===== config.mk =====
export PLATFORM = sky130hd
export DESIGN_NAME = bubble_elementary_check_node_unit
export DESIGN_NICKNAME = d
export VERILOG_FILES = /design/src/sv/becn_pkg.sv /design/src/sv/becn_front.sv /design/src/sv/becn_queue.sv /design/src/sv/becn_back.sv /design/src/sv/bubble_elementary_check_node_unit.sv
export SDC_FILE = /design/constraint.sdc
export NUM_CORES = 2
export LEC_CHECK = 0
export ABC_AREA = 1
export ABC_CLOCK_PERIOD_IN_PS = 6510
export BUFFER_PORTS_ARGS = -buffer_cell sky130_fd_sc_hd__clkbuf_2
export CORE_MARGIN = 2
export CORE_UTILIZATION = 45
export DETAILED_ROUTE_END_ITERATION = 7
export GPL_TIMING_DRIVEN = 1
export PLACE_DENSITY_LB_ADDON = 0.08
export SLEW_MARGIN = 0
export SYNTH_ARGS = -nofsm -noshare
export SYNTH_HDL_FRONTEND = slang
export SYNTH_SLANG_ARGS = --single-unit

===== constraint.sdc =====
create_clock -name clk -period 6.51 [get_ports clk]
set_input_delay 0.3255 -clock clk [delete_from_list [all_inputs] [get_ports clk]]
set_output_delay 0.3255 -clock clk [all_outputs]
set_load 0.05 [all_outputs]

===== src/sv/becn_pkg.sv =====
// Package with shared constants and types of the bubble elementary check node.
package becn_pkg;

    localparam int LIST_SIZE    = 16;
    localparam int GF_SIZE      = 64;
    localparam int LLR_BITS     = 8;
    localparam int SYM_BITS     = 6;
    localparam int NUM_BUBBLES  = 8;
    localparam int HALF_BUBBLES = 4;
    localparam int IDX_BITS     = $clog2(LIST_SIZE);
    localparam int POS_BITS     = $clog2(LIST_SIZE + 1);
    localparam int SUM_BITS     = LLR_BITS + 1;
    localparam int BUB_BITS     = $clog2(NUM_BUBBLES);
    localparam int QUEUE_DEPTH  = 2;
    localparam logic [SUM_BITS-1:0] EMPTY_LLR = '1;
    localparam logic [LLR_BITS-1:0] LLR_MAX   = '1;

    typedef struct packed {
        logic [LLR_BITS-1:0] llr;
        logic [SYM_BITS-1:0] sym;
        logic                ok;
    } entry_t;

    // One list position as it travels from the front to the back.
    typedef struct packed {
        entry_t a;
        entry_t b;
        logic   store;
        logic   last;
    } load_t;

    typedef enum logic [2:0] {
        ST_LOAD,
        ST_INIT,
        ST_PICK,
        ST_EVAL,
        ST_SUM,
        ST_DRAIN
    } state_t;

endpackage


===== src/sv/becn_front.sv =====
// Front part: accepts list items, counts the load position and marks overflow items so they are not stored.
module becn_front
    import becn_pkg::*;
(
    input  logic          clk,
    input  logic          rst_n,
    input  logic          start,
    input  logic          q_full,
    input  logic [7:0]    llr_a,
    input  logic [5:0]    symbol_a,
    input  logic          valid_a,
    input  logic [7:0]    llr_b,
    input  logic [5:0]    symbol_b,
    input  logic          valid_b,
    input  logic          last_entry,
    output logic          take,
    output load_t         item
);
    logic [POS_BITS-1:0] count_reg, count_next;

    assign take = start && !q_full;

    always_comb
    begin
        item.a     = '{llr: llr_a, sym: symbol_a, ok: valid_a};
        item.b     = '{llr: llr_b, sym: symbol_b, ok: valid_b};
        item.store = (count_reg < POS_BITS'(LIST_SIZE));
        item.last  = last_entry;
        count_next = count_reg;
        if (take)
        begin
            if (last_entry)
                count_next = '0;
            else if (item.store)
                count_next = count_reg + 1'b1;
        end
    end

    always_ff @(posedge clk or negedge rst_n)
    begin
        if (!rst_n)
            count_reg <= '0;
        else
            count_reg <= count_next;
    end
endmodule


===== src/sv/becn_queue.sv =====
// Short queue between the front and the back.
module becn_queue
    import becn_pkg::*;
(
    input  logic  clk,
    input  logic  rst_n,
    input  logic  push,
    input  load_t push_data,
    input  logic  pop,
    output logic  full,
    output logic  not_empty,
    output load_t head
);
    load_t mem_reg [QUEUE_DEPTH];
    logic  wr_reg, rd_reg;
    logic [1:0] cnt_reg;

    assign full      = (cnt_reg == 2'(QUEUE_DEPTH));
    assign not_empty = (cnt_reg != 2'd0);
    assign head      = mem_reg[rd_reg];

    always_ff @(posedge clk)
    begin
        if (push)
            mem_reg[wr_reg] <= push_data;
    end

    always_ff @(posedge clk or negedge rst_n)
    begin
        if (!rst_n)
        begin
            wr_reg  <= 1'b0;
            rd_reg  <= 1'b0;
            cnt_reg <= '0;
        end
        else
        begin
            if (push)
                wr_reg <= ~wr_reg;
            if (pop)
                rd_reg <= ~rd_reg;
            cnt_reg <= cnt_reg + 2'(push) - 2'(pop);
        end
    end
endmodule


===== src/sv/becn_back.sv =====
// Back part: stores the lists, runs the bubble rounds and emits the results.
module becn_back
    import becn_pkg::*;
(
    input  logic          clk,
    input  logic          rst_n,
    input  logic [7:0]    max_operations,
    input  logic          q_valid,
    input  load_t         q_head,
    output logic          q_pop,
    output logic          idle,
    output logic [8:0]    out_llr,
    output logic [5:0]    out_symbol,
    output logic          out_valid,
    output logic          out_last,
    output logic          out_strobe
);
    entry_t list_a [LIST_SIZE];
    entry_t list_b [LIST_SIZE];
    logic [SUM_BITS+SYM_BITS-1:0] res_mem [LIST_SIZE];

    state_t state_reg, state_next;
    logic [POS_BITS-1:0] pos_reg, pos_next;
    logic [POS_BITS-1:0] filled_reg, filled_next;
    logic [7:0] ops_reg, ops_next;
    logic [BUB_BITS:0] init_reg, init_next;
    logic [BUB_BITS-1:0] cur_reg, cur_next;
    logic [IDX_BITS:0] drain_reg, drain_next;
    logic [SUM_BITS-1:0] sum_reg [NUM_BUBBLES];
    logic [SUM_BITS-1:0] sum_next [NUM_BUBBLES];
    logic [IDX_BITS-1:0] row_reg [NUM_BUBBLES];
    logic [IDX_BITS-1:0] row_next [NUM_BUBBLES];
    logic [IDX_BITS-1:0] col_reg [NUM_BUBBLES];
    logic [IDX_BITS-1:0] col_next [NUM_BUBBLES];
    logic [GF_SIZE-1:0]  seen_reg, seen_next;
    logic                out_go_reg, out_go_next;
    logic                out_ok_reg, out_ok_next;
    logic                out_last_reg, out_last_next;

    // Registered list reads for the bubble under work and the result read for the drain.
    entry_t              rd_a_reg, rd_b_reg;
    logic                in_a_reg, in_b_reg;
    logic [SUM_BITS+SYM_BITS-1:0] res_rd_reg;

    logic [IDX_BITS-1:0] rd_row, rd_col;
    logic                store_we, res_we;
    logic [SYM_BITS-1:0] xsym;
    logic [SUM_BITS-1:0] rd_sum;
    logic [BUB_BITS-1:0] best;
    logic [BUB_BITS-1:0] m1_idx [NUM_BUBBLES/2];
    logic [SUM_BITS-1:0] m1_sum [NUM_BUBBLES/2];
    logic [BUB_BITS-1:0] m2_idx [NUM_BUBBLES/4];
    logic [SUM_BITS-1:0] m2_sum [NUM_BUBBLES/4];

    assign xsym   = rd_a_reg.sym ^ rd_b_reg.sym;
    // A position beyond the loaded part of a list counts with all-ones reliability.
    assign rd_sum = (in_a_reg ? {1'b0, rd_a_reg.llr} : {1'b0, LLR_MAX})
                  + (in_b_reg ? {1'b0, rd_b_reg.llr} : {1'b0, LLR_MAX});

    // Minimum search as a tree; the right side wins only when strictly smaller,
    // so the lowest bubble index wins ties.
    always_comb
    begin
        for (int i = 0; i < NUM_BUBBLES/2; i++)
        begin
            if (sum_reg[2*i+1] < sum_reg[2*i])
            begin
                m1_idx[i] = BUB_BITS'(2*i+1);
                m1_sum[i] = sum_reg[2*i+1];
            end
            else
            begin
                m1_idx[i] = BUB_BITS'(2*i);
                m1_sum[i] = sum_reg[2*i];
            end
        end
        for (int i = 0; i < NUM_BUBBLES/4; i++)
        begin
            if (m1_sum[2*i+1] < m1_sum[2*i])
            begin
                m2_idx[i] = m1_idx[2*i+1];
                m2_sum[i] = m1_sum[2*i+1];
            end
            else
            begin
                m2_idx[i] = m1_idx[2*i];
                m2_sum[i] = m1_sum[2*i];
            end
        end
        best = (m2_sum[1] < m2_sum[0]) ? m2_idx[1] : m2_idx[0];
    end

    always_comb
    begin
        state_next    = state_reg;
        pos_next      = pos_reg;
        filled_next   = filled_reg;
        ops_next      = ops_reg;
        init_next     = init_reg;
        cur_next      = cur_reg;
        drain_next    = drain_reg;
        sum_next      = sum_reg;
        row_next      = row_reg;
        col_next      = col_reg;
        seen_next     = seen_reg;
        out_go_next   = 1'b0;
        out_ok_next   = 1'b0;
        out_last_next = 1'b0;
        q_pop         = 1'b0;
        store_we      = 1'b0;
        res_we        = 1'b0;
        rd_row        = row_reg[cur_reg];
        rd_col        = col_reg[cur_reg];
        case (state_reg)
            ST_LOAD:
            begin
                if (q_valid)
                begin
                    q_pop = 1'b1;
                    if (q_head.store)
                    begin
                        store_we = 1'b1;
                        pos_next = pos_reg + 1'b1;
                    end
                    if (q_head.last)
                    begin
                        state_next  = ST_INIT;
                        init_next   = '0;
                        filled_next = '0;
                        ops_next    = '0;
                        seen_next   = '0;
                    end
                end
            end
            ST_INIT:
            begin
                // The reads for bubble k go out in step k and its sum lands in step k+1.
                if (init_reg != (BUB_BITS+1)'(NUM_BUBBLES))
                begin
                    if (init_reg < (BUB_BITS+1)'(HALF_BUBBLES))
                    begin
                        rd_row = IDX_BITS'(init_reg);
                        rd_col = '0;
                    end
                    else
                    begin
                        rd_row = IDX_BITS'(HALF_BUBBLES);
                        rd_col = IDX_BITS'(init_reg - (BUB_BITS+1)'(HALF_BUBBLES));
                    end
                    row_next[init_reg[BUB_BITS-1:0]] = rd_row;
                    col_next[init_reg[BUB_BITS-1:0]] = rd_col;
                end
                if (init_reg != '0)
                    sum_next[BUB_BITS'(init_reg - 1'b1)] = rd_sum;
                if (init_reg == (BUB_BITS+1)'(NUM_BUBBLES))
                    state_next = ST_PICK;
                init_next = init_reg + 1'b1;
            end
            ST_PICK:
            begin
                if (ops_reg == max_operations)
                begin
                    state_next = ST_DRAIN;
                    drain_next = '0;
                end
                else
                begin
                    cur_next   = best;
                    rd_row     = row_reg[best];
                    rd_col     = col_reg[best];
                    state_next = ST_EVAL;
                end
            end
            ST_EVAL:
            begin
                ops_next = ops_reg + 1'b1;
                if (!in_a_reg || !in_b_reg || !rd_a_reg.ok || !rd_b_reg.ok)
                begin
                    state_next = ST_DRAIN;
                    drain_next = '0;
                end
                else
                begin
                    if (!seen_reg[xsym])
                    begin
                        seen_next[xsym] = 1'b1;
                        res_we          = 1'b1;
                        filled_next     = filled_reg + 1'b1;
                    end
                    if (filled_next == POS_BITS'(LIST_SIZE) ||
                        row_reg[cur_reg] == IDX_BITS'(LIST_SIZE - 1) ||
                        col_reg[cur_reg] == IDX_BITS'(LIST_SIZE - 1))
                    begin
                        state_next = ST_DRAIN;
                        drain_next = '0;
                    end
                    else
                    begin
                        // Lower bubbles walk along their row, upper ones down their column.
                        if (cur_reg >= BUB_BITS'(HALF_BUBBLES))
                            row_next[cur_reg] = row_reg[cur_reg] + 1'b1;
                        else
                            col_next[cur_reg] = col_reg[cur_reg] + 1'b1;
                        rd_row     = row_next[cur_reg];
                        rd_col     = col_next[cur_reg];
                        state_next = ST_SUM;
                    end
                end
            end
            ST_SUM:
            begin
                sum_next[cur_reg] = rd_sum;
                state_next        = ST_PICK;
            end
            default:
            begin
                drain_next = drain_reg + 1'b1;
                if (drain_reg == (IDX_BITS+1)'(LIST_SIZE))
                begin
                    state_next = ST_LOAD;
                    pos_next   = '0;
                end
                else
                begin
                    out_go_next   = 1'b1;
                    out_ok_next   = (POS_BITS'(drain_reg) < filled_reg);
                    out_last_next = (drain_reg == (IDX_BITS+1)'(LIST_SIZE - 1));
                end
            end
        endcase
    end

    always_ff @(posedge clk or negedge rst_n)
    begin
        if (!rst_n)
        begin
            state_reg    <= ST_LOAD;
            pos_reg      <= '0;
            filled_reg   <= '0;
            ops_reg      <= '0;
            init_reg     <= '0;
            cur_reg      <= '0;
            drain_reg    <= '0;
            seen_reg     <= '0;
            out_go_reg   <= 1'b0;
            out_ok_reg   <= 1'b0;
            out_last_reg <= 1'b0;
            for (int i = 0; i < NUM_BUBBLES; i++)
            begin
                sum_reg[i] <= '0;
                row_reg[i] <= '0;
                col_reg[i] <= '0;
            end
        end
        else
        begin
            state_reg    <= state_next;
            pos_reg      <= pos_next;
            filled_reg   <= filled_next;
            ops_reg      <= ops_next;
            init_reg     <= init_next;
            cur_reg      <= cur_next;
            drain_reg    <= drain_next;
            seen_reg     <= seen_next;
            out_go_reg   <= out_go_next;
            out_ok_reg   <= out_ok_next;
            out_last_reg <= out_last_next;
            for (int i = 0; i < NUM_BUBBLES; i++)
            begin
                sum_reg[i] <= sum_next[i];
                row_reg[i] <= row_next[i];
                col_reg[i] <= col_next[i];
            end
        end
    end

    always_ff @(posedge clk)
    begin
        if (store_we)
        begin
            list_a[pos_reg[IDX_BITS-1:0]] <= q_head.a;
            list_b[pos_reg[IDX_BITS-1:0]] <= q_head.b;
        end
        if (res_we)
            res_mem[filled_reg[IDX_BITS-1:0]] <= {sum_reg[cur_reg], xsym};
        rd_a_reg   <= list_a[rd_row];
        rd_b_reg   <= list_b[rd_col];
        in_a_reg   <= (POS_BITS'(rd_row) < pos_reg);
        in_b_reg   <= (POS_BITS'(rd_col) < pos_reg);
        res_rd_reg <= res_mem[drain_reg[IDX_BITS-1:0]];
    end

    assign idle       = (state_reg == ST_LOAD);
    assign out_strobe = out_go_reg;
    assign out_valid  = out_ok_reg;
    assign out_last   = out_last_reg;
    assign out_llr    = out_ok_reg ? res_rd_reg[SUM_BITS+SYM_BITS-1:SYM_BITS] : EMPTY_LLR;
    assign out_symbol = out_ok_reg ? res_rd_reg[SYM_BITS-1:0] : '0;
endmodule


===== src/sv/bubble_elementary_check_node_unit.sv =====
// Top level of the bubble elementary check node.
//
//  channel   signals                          handshake
//  input     start, busy, llr_a..last_entry   taken when start && !busy
//  config    cfg_valid, cfg_ready, cfg_data   written when valid && ready
//  result    out_strobe, out_llr..out_last    one cycle each, no back pressure
//
// List items are taken one per cycle while busy is low and pass a two-entry queue
// before they are stored. Once the last item is stored, the eight bubbles are set up
// and each round runs through pick, list read and sum update; the round that ends
// the run skips the sum update, and max_operations ends a run in the pick step.
// Sixteen results then leave on consecutive cycles, the first in the cycle after the
// drain starts. busy stays high from the last item to the final result; the receiver
// cannot stall. Reset restores max_operations to 32 and empties the load count.
module bubble_elementary_check_node_unit
    import becn_pkg::*;
(
    input  logic       clk,
    input  logic       rst_n,
    input  logic       start,
    output logic       busy,
    input  logic [7:0] llr_a,
    input  logic [5:0] symbol_a,
    input  logic       valid_a,
    input  logic [7:0] llr_b,
    input  logic [5:0] symbol_b,
    input  logic       valid_b,
    input  logic       last_entry,
    input  logic       cfg_valid,
    output logic       cfg_ready,
    input  logic [7:0] cfg_data,
    output logic [8:0] out_llr,
    output logic [5:0] out_symbol,
    output logic       out_valid,
    output logic       out_last,
    output logic       out_strobe
);
    logic [7:0] max_ops_reg;
    logic       take, q_full, q_valid, q_pop, idle;
    load_t      item, head;
    logic       run_reg;

    // The register may change only while no run is under way.
    assign cfg_ready = idle && !run_reg;
    // Stop taking items while the queue is full, and once a run is queued until its results are gone.
    assign busy = q_full || run_reg;

    always_ff @(posedge clk or negedge rst_n)
    begin
        if (!rst_n)
        begin
            max_ops_reg <= 8'd32;
            run_reg     <= 1'b0;
        end
        else
        begin
            if (cfg_valid && cfg_ready)
                max_ops_reg <= cfg_data;
            if (take && last_entry)
                run_reg <= 1'b1;
            else if (out_strobe && out_last)
                run_reg <= 1'b0;
        end
    end

    becn_front u_front (
        .clk, .rst_n, .start(start && !run_reg), .q_full,
        .llr_a, .symbol_a, .valid_a, .llr_b, .symbol_b, .valid_b, .last_entry,
        .take, .item
    );

    becn_queue u_queue (
        .clk, .rst_n, .push(take), .push_data(item), .pop(q_pop),
        .full(q_full), .not_empty(q_valid), .head
    );

    becn_back u_back (
        .clk, .rst_n, .max_operations(max_ops_reg), .q_valid, .q_head(head),
        .q_pop, .idle,
        .out_llr, .out_symbol, .out_valid, .out_last, .out_strobe
    );
endmodule


Word level (Yosys, flattened, before mapping)
Memories as Yosys holds them, arrays and structs flattened. A register that Yosys moved wholly into a read port is not among the register bits.
Index checks and enable logic that the tools add are counted.

word-level totals
  input bits = 43
  memories = 4
  memory bits (writable) = 784
  output and inout bits = 20
  register bits = 256
  logic and storage cells = 312

cells by class
  bitwise operators = 11
  eq/ne operators = 24
  order comparisons = 22
  reductions and logical operators = 47
  multiplexer cells = 148
  add/sub/neg operators = 13

memories
  name             words  width  rd ports  clocked after Yosys merged registers in  wr ports  RTL line          RTL
  u_back.list_a    16     15     1         1                                        1         becn_back.sv:18   entry_t list_a [LIST_SIZE];
  u_back.list_b    16     15     1         1                                        1         becn_back.sv:19   entry_t list_b [LIST_SIZE];
  u_back.res_mem   16     15     1         1                                        1         becn_back.sv:20   logic [SUM_BITS+SYM_BITS-1:0] res_mem [LIST_SIZE];
  u_queue.mem_reg  2      32     1         0                                        1         becn_queue.sv:14  load_t mem_reg [QUEUE_DEPTH];

operator list
  cell                                         number
  2-to-1 mux 32 bit                            14
  2-to-1 mux 64 bit                            4
  bitwise mux 72 bit                           2
  one-hot mux 72 bit (2 select lines)          1
  bitwise mux 32 bit                           4
  one-hot mux 32 bit (2 select lines)          2
  one-hot mux 64 bit (2 select lines)          1
  2-to-1 mux 4 bit                             30
  2-to-1 mux 9 bit                             11
  binary-select mux 4 bit (select 3 bit)       6
  2-to-1 mux 72 bit                            1
  2-to-1 mux 5 bit                             14
  bitwise OR 64 bit                            1
  < comparator 9 bit                           7
  demux 9 bit (select 3 bit)                   2
  2-to-1 mux 8 bit                             4
  2-to-1 mux 1 bit                             29
  binary-select mux 9 bit (select 3 bit)       1
  demux 4 bit (select 3 bit)                   2
  2-to-1 mux 3 bit                             8
  one-hot mux 4 bit (3 select lines)           2
  adder 5 x 1 -> 5 bit, second input constant  4
  one-hot mux 5 bit (2 select lines)           2
  >= comparator 4 bit, second input constant   4
  52 further kinds                             109

Longest topological paths before layout
  word-level depth = 19
  gate-level depth with buffers = 42
  mapped depth without buffers = 38

Cells and area by module
A second synthesis with hierarchy kept.

unflattened totals
  cells, all modules = 4979
  area total of the unflattened synthesis = 49678.9 sq um

by module, submodules not included
  module                             area an instance (sq um)  times used  seq. area each (sq um)  cells each
  becn_back                          46022.9                   1           28467.3                 4674
  becn_queue                         2706.3                    1           2021.9                  192
  becn_front                         540.5                     1           125.1                   67
  bubble_elementary_check_node_unit  409.1                     1           226.5                   46

Worst setup path before layout
OpenSTA, ideal clock, no wires.

  path kind = register to register
  from = reg u_back.sum_reg[26] (netlist bit)
  to = reg u_back.in_b_reg
  clock period less this slack = 5.719 ns
  data required time = 6.436 ns
  arrival time = 5.645 ns
  setup time = 0.074 ns
  path buffers = 4
  path slack = 0.791 ns
  stages on the path, launching flop included = 34
  cell sequence = dfrtp_1 -> ha_1 -> a21o_1 -> nor2_1 -> nand3_2 -> clkbuf_1 -> o21ai_0 -> ha_1 -> a21oi_1 -> nand3b_1 -> a21oi_1 -> nor2_1 -> nand2_2 -> clkinv_1 -> clkbuf_1 -> o21ai_0 -> ha_1 -> a21oi_1 -> nor2_1 -> a211oi_1 -> o221a_2 -> nand2_2 -> o21ai_2 -> buf_2 -> o211ai_1 -> nand3_1 -> o2111ai_1 -> nor2_2 -> inv_1 -> buf_2 -> ha_1 -> a21oi_1 -> nand2_1 -> o21ai_0

on the way
  word-level cells in the longest chain between the ends = 13
  elaborated cells between the ends (all ways) = 15
  those cells by class = order compare: 4; mux: 10; bitwise: 1

ends and longest elaborated chain
  element                                                  RTL line          RTL
  from (decl)                                              becn_back.sv:29   logic [SUM_BITS-1:0] sum_reg [NUM_BUBBLES];
  from (signal, indexed assignment)                        becn_back.sv:270  sum_reg[i] <= sum_next[i];
  < comparator 9 bit                                       becn_back.sv:66   if (sum_reg[2*i+1] < sum_reg[2*i])
  2-to-1 mux 9 bit                                         becn_back.sv:66
  < comparator 9 bit                                       becn_back.sv:79   if (m1_sum[2*i+1] < m1_sum[2*i])
  2-to-1 mux 9 bit                                         becn_back.sv:79
  < comparator 9 bit                                       becn_back.sv:90   best = (m2_sum[1] < m2_sum[0]) ? m2_idx[1] : m2_idx[0];
  2-to-1 mux 3 bit (*)                                     becn_back.sv:90
  inverter 3 -> 4 bit (implied by the code) (*)            becn_back.sv:170  rd_col = col_reg[best];
  binary-select mux 4 bit (select 3 bit) (*)               becn_back.sv:170
  2-to-1 mux 4 bit (implied by the code) (*) (2 in a row)  becn_back.sv:170
  2-to-1 mux 4 bit (*)                                     becn_back.sv:161  if (ops_reg == max_operations)
  one-hot mux 4 bit (3 select lines) (*)                   becn_back.sv:114  case (state_reg)
  < comparator 4 x 5 -> 1 bit (*)                          becn_back.sv:289  in_b_reg <= (POS_BITS'(rd_col) < pos_reg);
  to (signal assigned)                                     becn_back.sv:289
  to (decl)                                                becn_back.sv:42   logic in_a_reg, in_b_reg;

Mark *: on every way between the ends. The rest lies on a longest branch, timed or not. The select of a mux whose other input is x is not followed.
A chain may end at the register's enable or synchronous reset.

Worst setup path in the final report
  from = reg u_back.sum_reg[69] (netlist bit)
  to = reg, netlist name u_back.rd_a_reg[3]

on the way
  word-level cells in the longest chain between the ends = 12
  elaborated cells between the ends (all ways) = 14
  those cells by class = order compare: 3; mux: 10; bitwise: 1

ends and longest elaborated chain
  element                                                  RTL line          RTL
  < comparator 9 bit                                       becn_back.sv:66
  2-to-1 mux 9 bit                                         becn_back.sv:66
  < comparator 9 bit                                       becn_back.sv:79
  2-to-1 mux 9 bit                                         becn_back.sv:79
  < comparator 9 bit                                       becn_back.sv:90
  2-to-1 mux 3 bit (*)                                     becn_back.sv:90
  inverter 3 -> 4 bit (implied by the code) (*)            becn_back.sv:169  rd_row = row_reg[best];
  binary-select mux 4 bit (select 3 bit) (*)               becn_back.sv:169
  2-to-1 mux 4 bit (implied by the code) (*) (2 in a row)  becn_back.sv:169
  2-to-1 mux 4 bit (*)                                     becn_back.sv:161
  one-hot mux 4 bit (3 select lines) (*)                   becn_back.sv:114

Marks and branches as above.

==> flow_summary.yaml <==
place:
  dp_hpwl_um: 85700
  finalWeightedCongestion: 0.923
  io_buffers: 62
  dp_slack_ns: 0.141
  dp_cells: 6383
yosys:
  syn_nets: 5143
  yosys_most_used_dff: "edfxtp_1"
  synth_edf_count: 784
  yosysSeqAreaShare_pct: 62.5
  syn_inst: 5006
  synthArstFlopShare_pct: 23.4
  ys.warnings.count: 0
  syn_area_per_cell_um2: 9.85
  synth_area_um2: 49300
  synth.distinct_cells: 62
  synth-seq-cells: 1085
sta:
  skew_ns: 0.0304
  hold-worst-slack_ns: 0.250
  finalHoldViolCount: 0
  finalMaxSlewViolations: 0
  period_share_pct: 93.0
  setup_tns_ns: 0
  setup_viol: 0
  timing.final.ws_setup_ns: 0.458
  max-slew-margin-rel_pct: 0.0166
  clock.fmax_ghz: 0.165
  fin_crit_ns: 6.05
  worst_pin_slew_ns: 1.49
worst_setup_path:
  critPathMaxStageDelay_ns: 0.38
  crit_fanout: 51
  critPathKind: "flip-flop to flip-flop"
  rr_worst_depth: 31
  critPathMostFrequentCell: "nand2_1"
  critPathLaunch: "u_back.sum_reg[69]"
  path_buf_inv: 4
  timing.rr.start: "u_back.sum_reg[69]"
  endpoint: "u_back.rd_a_reg[3]"
  cp.required_ns: 7.16
  crit_arrival_ns: 6.70
  start_kind: "flip-flop"
  rrSetupSlack_ns: 0.46
  crit_family: "simple AND/OR/NAND/NOR gates"
  crit_path_end_kind: "flip-flop"
  worstSetupPathDepth: 31
  critPathSlowestCell: "dfrtp_1"
  rr_endpoint: "u_back.rd_a_reg[3]"
cts:
  cts-root-buf: "clkbuf_16"
  worstSkewPairLatency_ns: 0.72
  cts_tree: "yes"
  htree_levels: 3
  clockBufferDepth: 3
  cts.sinks: 1085
  clk_pin_slew_ns: 0.06
  numCtsBuffers: 115
global_routing:
  grt_pass1_wl_um: 215000
  gr-usage-all-layers_pct: 25.2
  antenna_found_initial: 3
  grt_max_degree: 122
  overflow: 0
  grt_pass1_vias: 34700
detailed_routing:
  num_vias: 36500
  viasPerCell: 5.49
  wl_per_cell_um: 21.5
  ant_nets: 0
  drt_iter0_drc: 3240
  drc: 0
  drt-total-wl_um: 143000
  first_pass_iters: 5
final_layout:
  final_cell_mix: "nand2_1 (1338), edfxtp_1 (784), nand3_1 (621)"
  final_common_cell: "nand2_1"
  areaGrowthSynthToFinish_pct: 14.3
  finalNonFillerCells: 6646
  drive_gt1_share_pct: 9.63
  fillers: 9791
  fin_nets: 5272
floorplan:
  io_pins: 63
  die_w_um: 335
  die_y_um: 335
  core_region_area_um2: 109000
  rows: 121
  die-area_um2: 112000
  initial_core_util_pct: 45.3
run:
  max_cap_violations: 1
run_status:
  violations: "max-capacitance violations"
  status: "finished with violations"
min_path:
  hp-class: "input port to async pin"
worst min path at each step:
stage                      from                  end  slack [ns]
after global routing      rst_n  u_back.seen_reg[54]        0.31
after floorplan           rst_n       max_ops_reg[0]        0.03
after CTS                 start       u_queue.wr_reg        0.24
final                     rst_n  u_back.seen_reg[55]        0.25
after global placement    rst_n  u_back.seen_reg[55]        0.42
after detailed placement  rst_n  u_back.seen_reg[55]        0.42
worst register-to-register path: cells and delay by family (launching register included):
kind	cells	cell delay, ns
buffers and inverters	4	0.97
AOI/OAI and AO/OA	7	1.44
DFF	1	0.38
adders and majority gates	3	0.91
and+or+nand+nor	17	2.28
cell families (layout without fill, tap and decap cells):
group / count (synthesis) / after routing / synth area share, %
DFF: 1085 / 1085 / 62.5
and+or+nand+nor: 2370 / 2372 / 20.4
other: 0 / 1 / 0
xor gates and xnor gates: 25 / 25 / 0.459
buffers and inverters: 704 / 927 / 5.94
adders and majority gates: 94 / 94 / 2.40
AOI/OAI and AO/OA: 728 / 728 / 8.30
cells in the mapped netlist (5+ instances only):
master	count	share of area, %
nand4_1	23	0.29
a22oi_1	10	0.15
buf_6	13	0.30
nand2_2	10	0.13
clkinv_1	5	0.038
a21oi_1	145	1.5
o2111ai_1	6	0.11
o221ai_1	23	0.41
o22ai_1	85	1.1
buf_4	20	0.30
buf_2	90	0.91
xor2_1	13	0.23
or2_2	7	0.089
dfrtp_1	253	13
ha_1	93	2.4
dfxtp_1	47	1.9
o21ai_1	27	0.27
edfxtp_1	784	48
o211ai_1	28	0.43
inv_1	436	3.3
nand3b_1	31	0.47
inv_2	9	0.068
nor2_2	6	0.076
nand3_1	624	6.3
xnor2_1	11	0.20
o21ai_0	363	3.7
a221oi_1	15	0.27
nor2_1	281	2.1
clkbuf_1	126	0.96
nor3_1	26	0.26
nand2_1	1340	10
cell type report:
class | instances | area [um2] | share of cell area [%]
inverters | 450 | 1690 | 3.01
flip-flops and latches | 1085 | 30800 | 54.7
clock buffers | 148 | 3190 | 5.65
diodes | 1 | 2.50 | 0.00444
clock inverters | 65 | 697 | 1.24
multi-input cells | 3219 | 15900 | 28.3
well taps | 1414 | 1770 | 3.14
repair buffers | 264 | 2250 | 3.99
per-stage QoR:
step | utilization, % | area [um2]
after floorplan | - | 49300
after global placement | 47.7 | 51900
after detailed placement | 47.7 | 51900
after CTS | 51.6 | 56200
after global routing | 51.8 | 56400
final | 51.8 | 56400
layer usage:
layer  track usage [%]  part of all wire, %
met3              3.45                  6.1
met4              8.35                  3.0
met5                 0               0.0091
met2              40.8                   47
met1              35.2                   44
what timing repair did:
item                                    in CTS  in global routing
hold buffers                                40                  0
endpoints found under the setup margin       0                 32
buffers inserted                             0                  5
resized for setup                            0                 31
endpoints found under the hold margin      162                  0
Power is not shown: default switching activity piles up to over one toggle a cycle in this logic, so the estimate is an artifact.
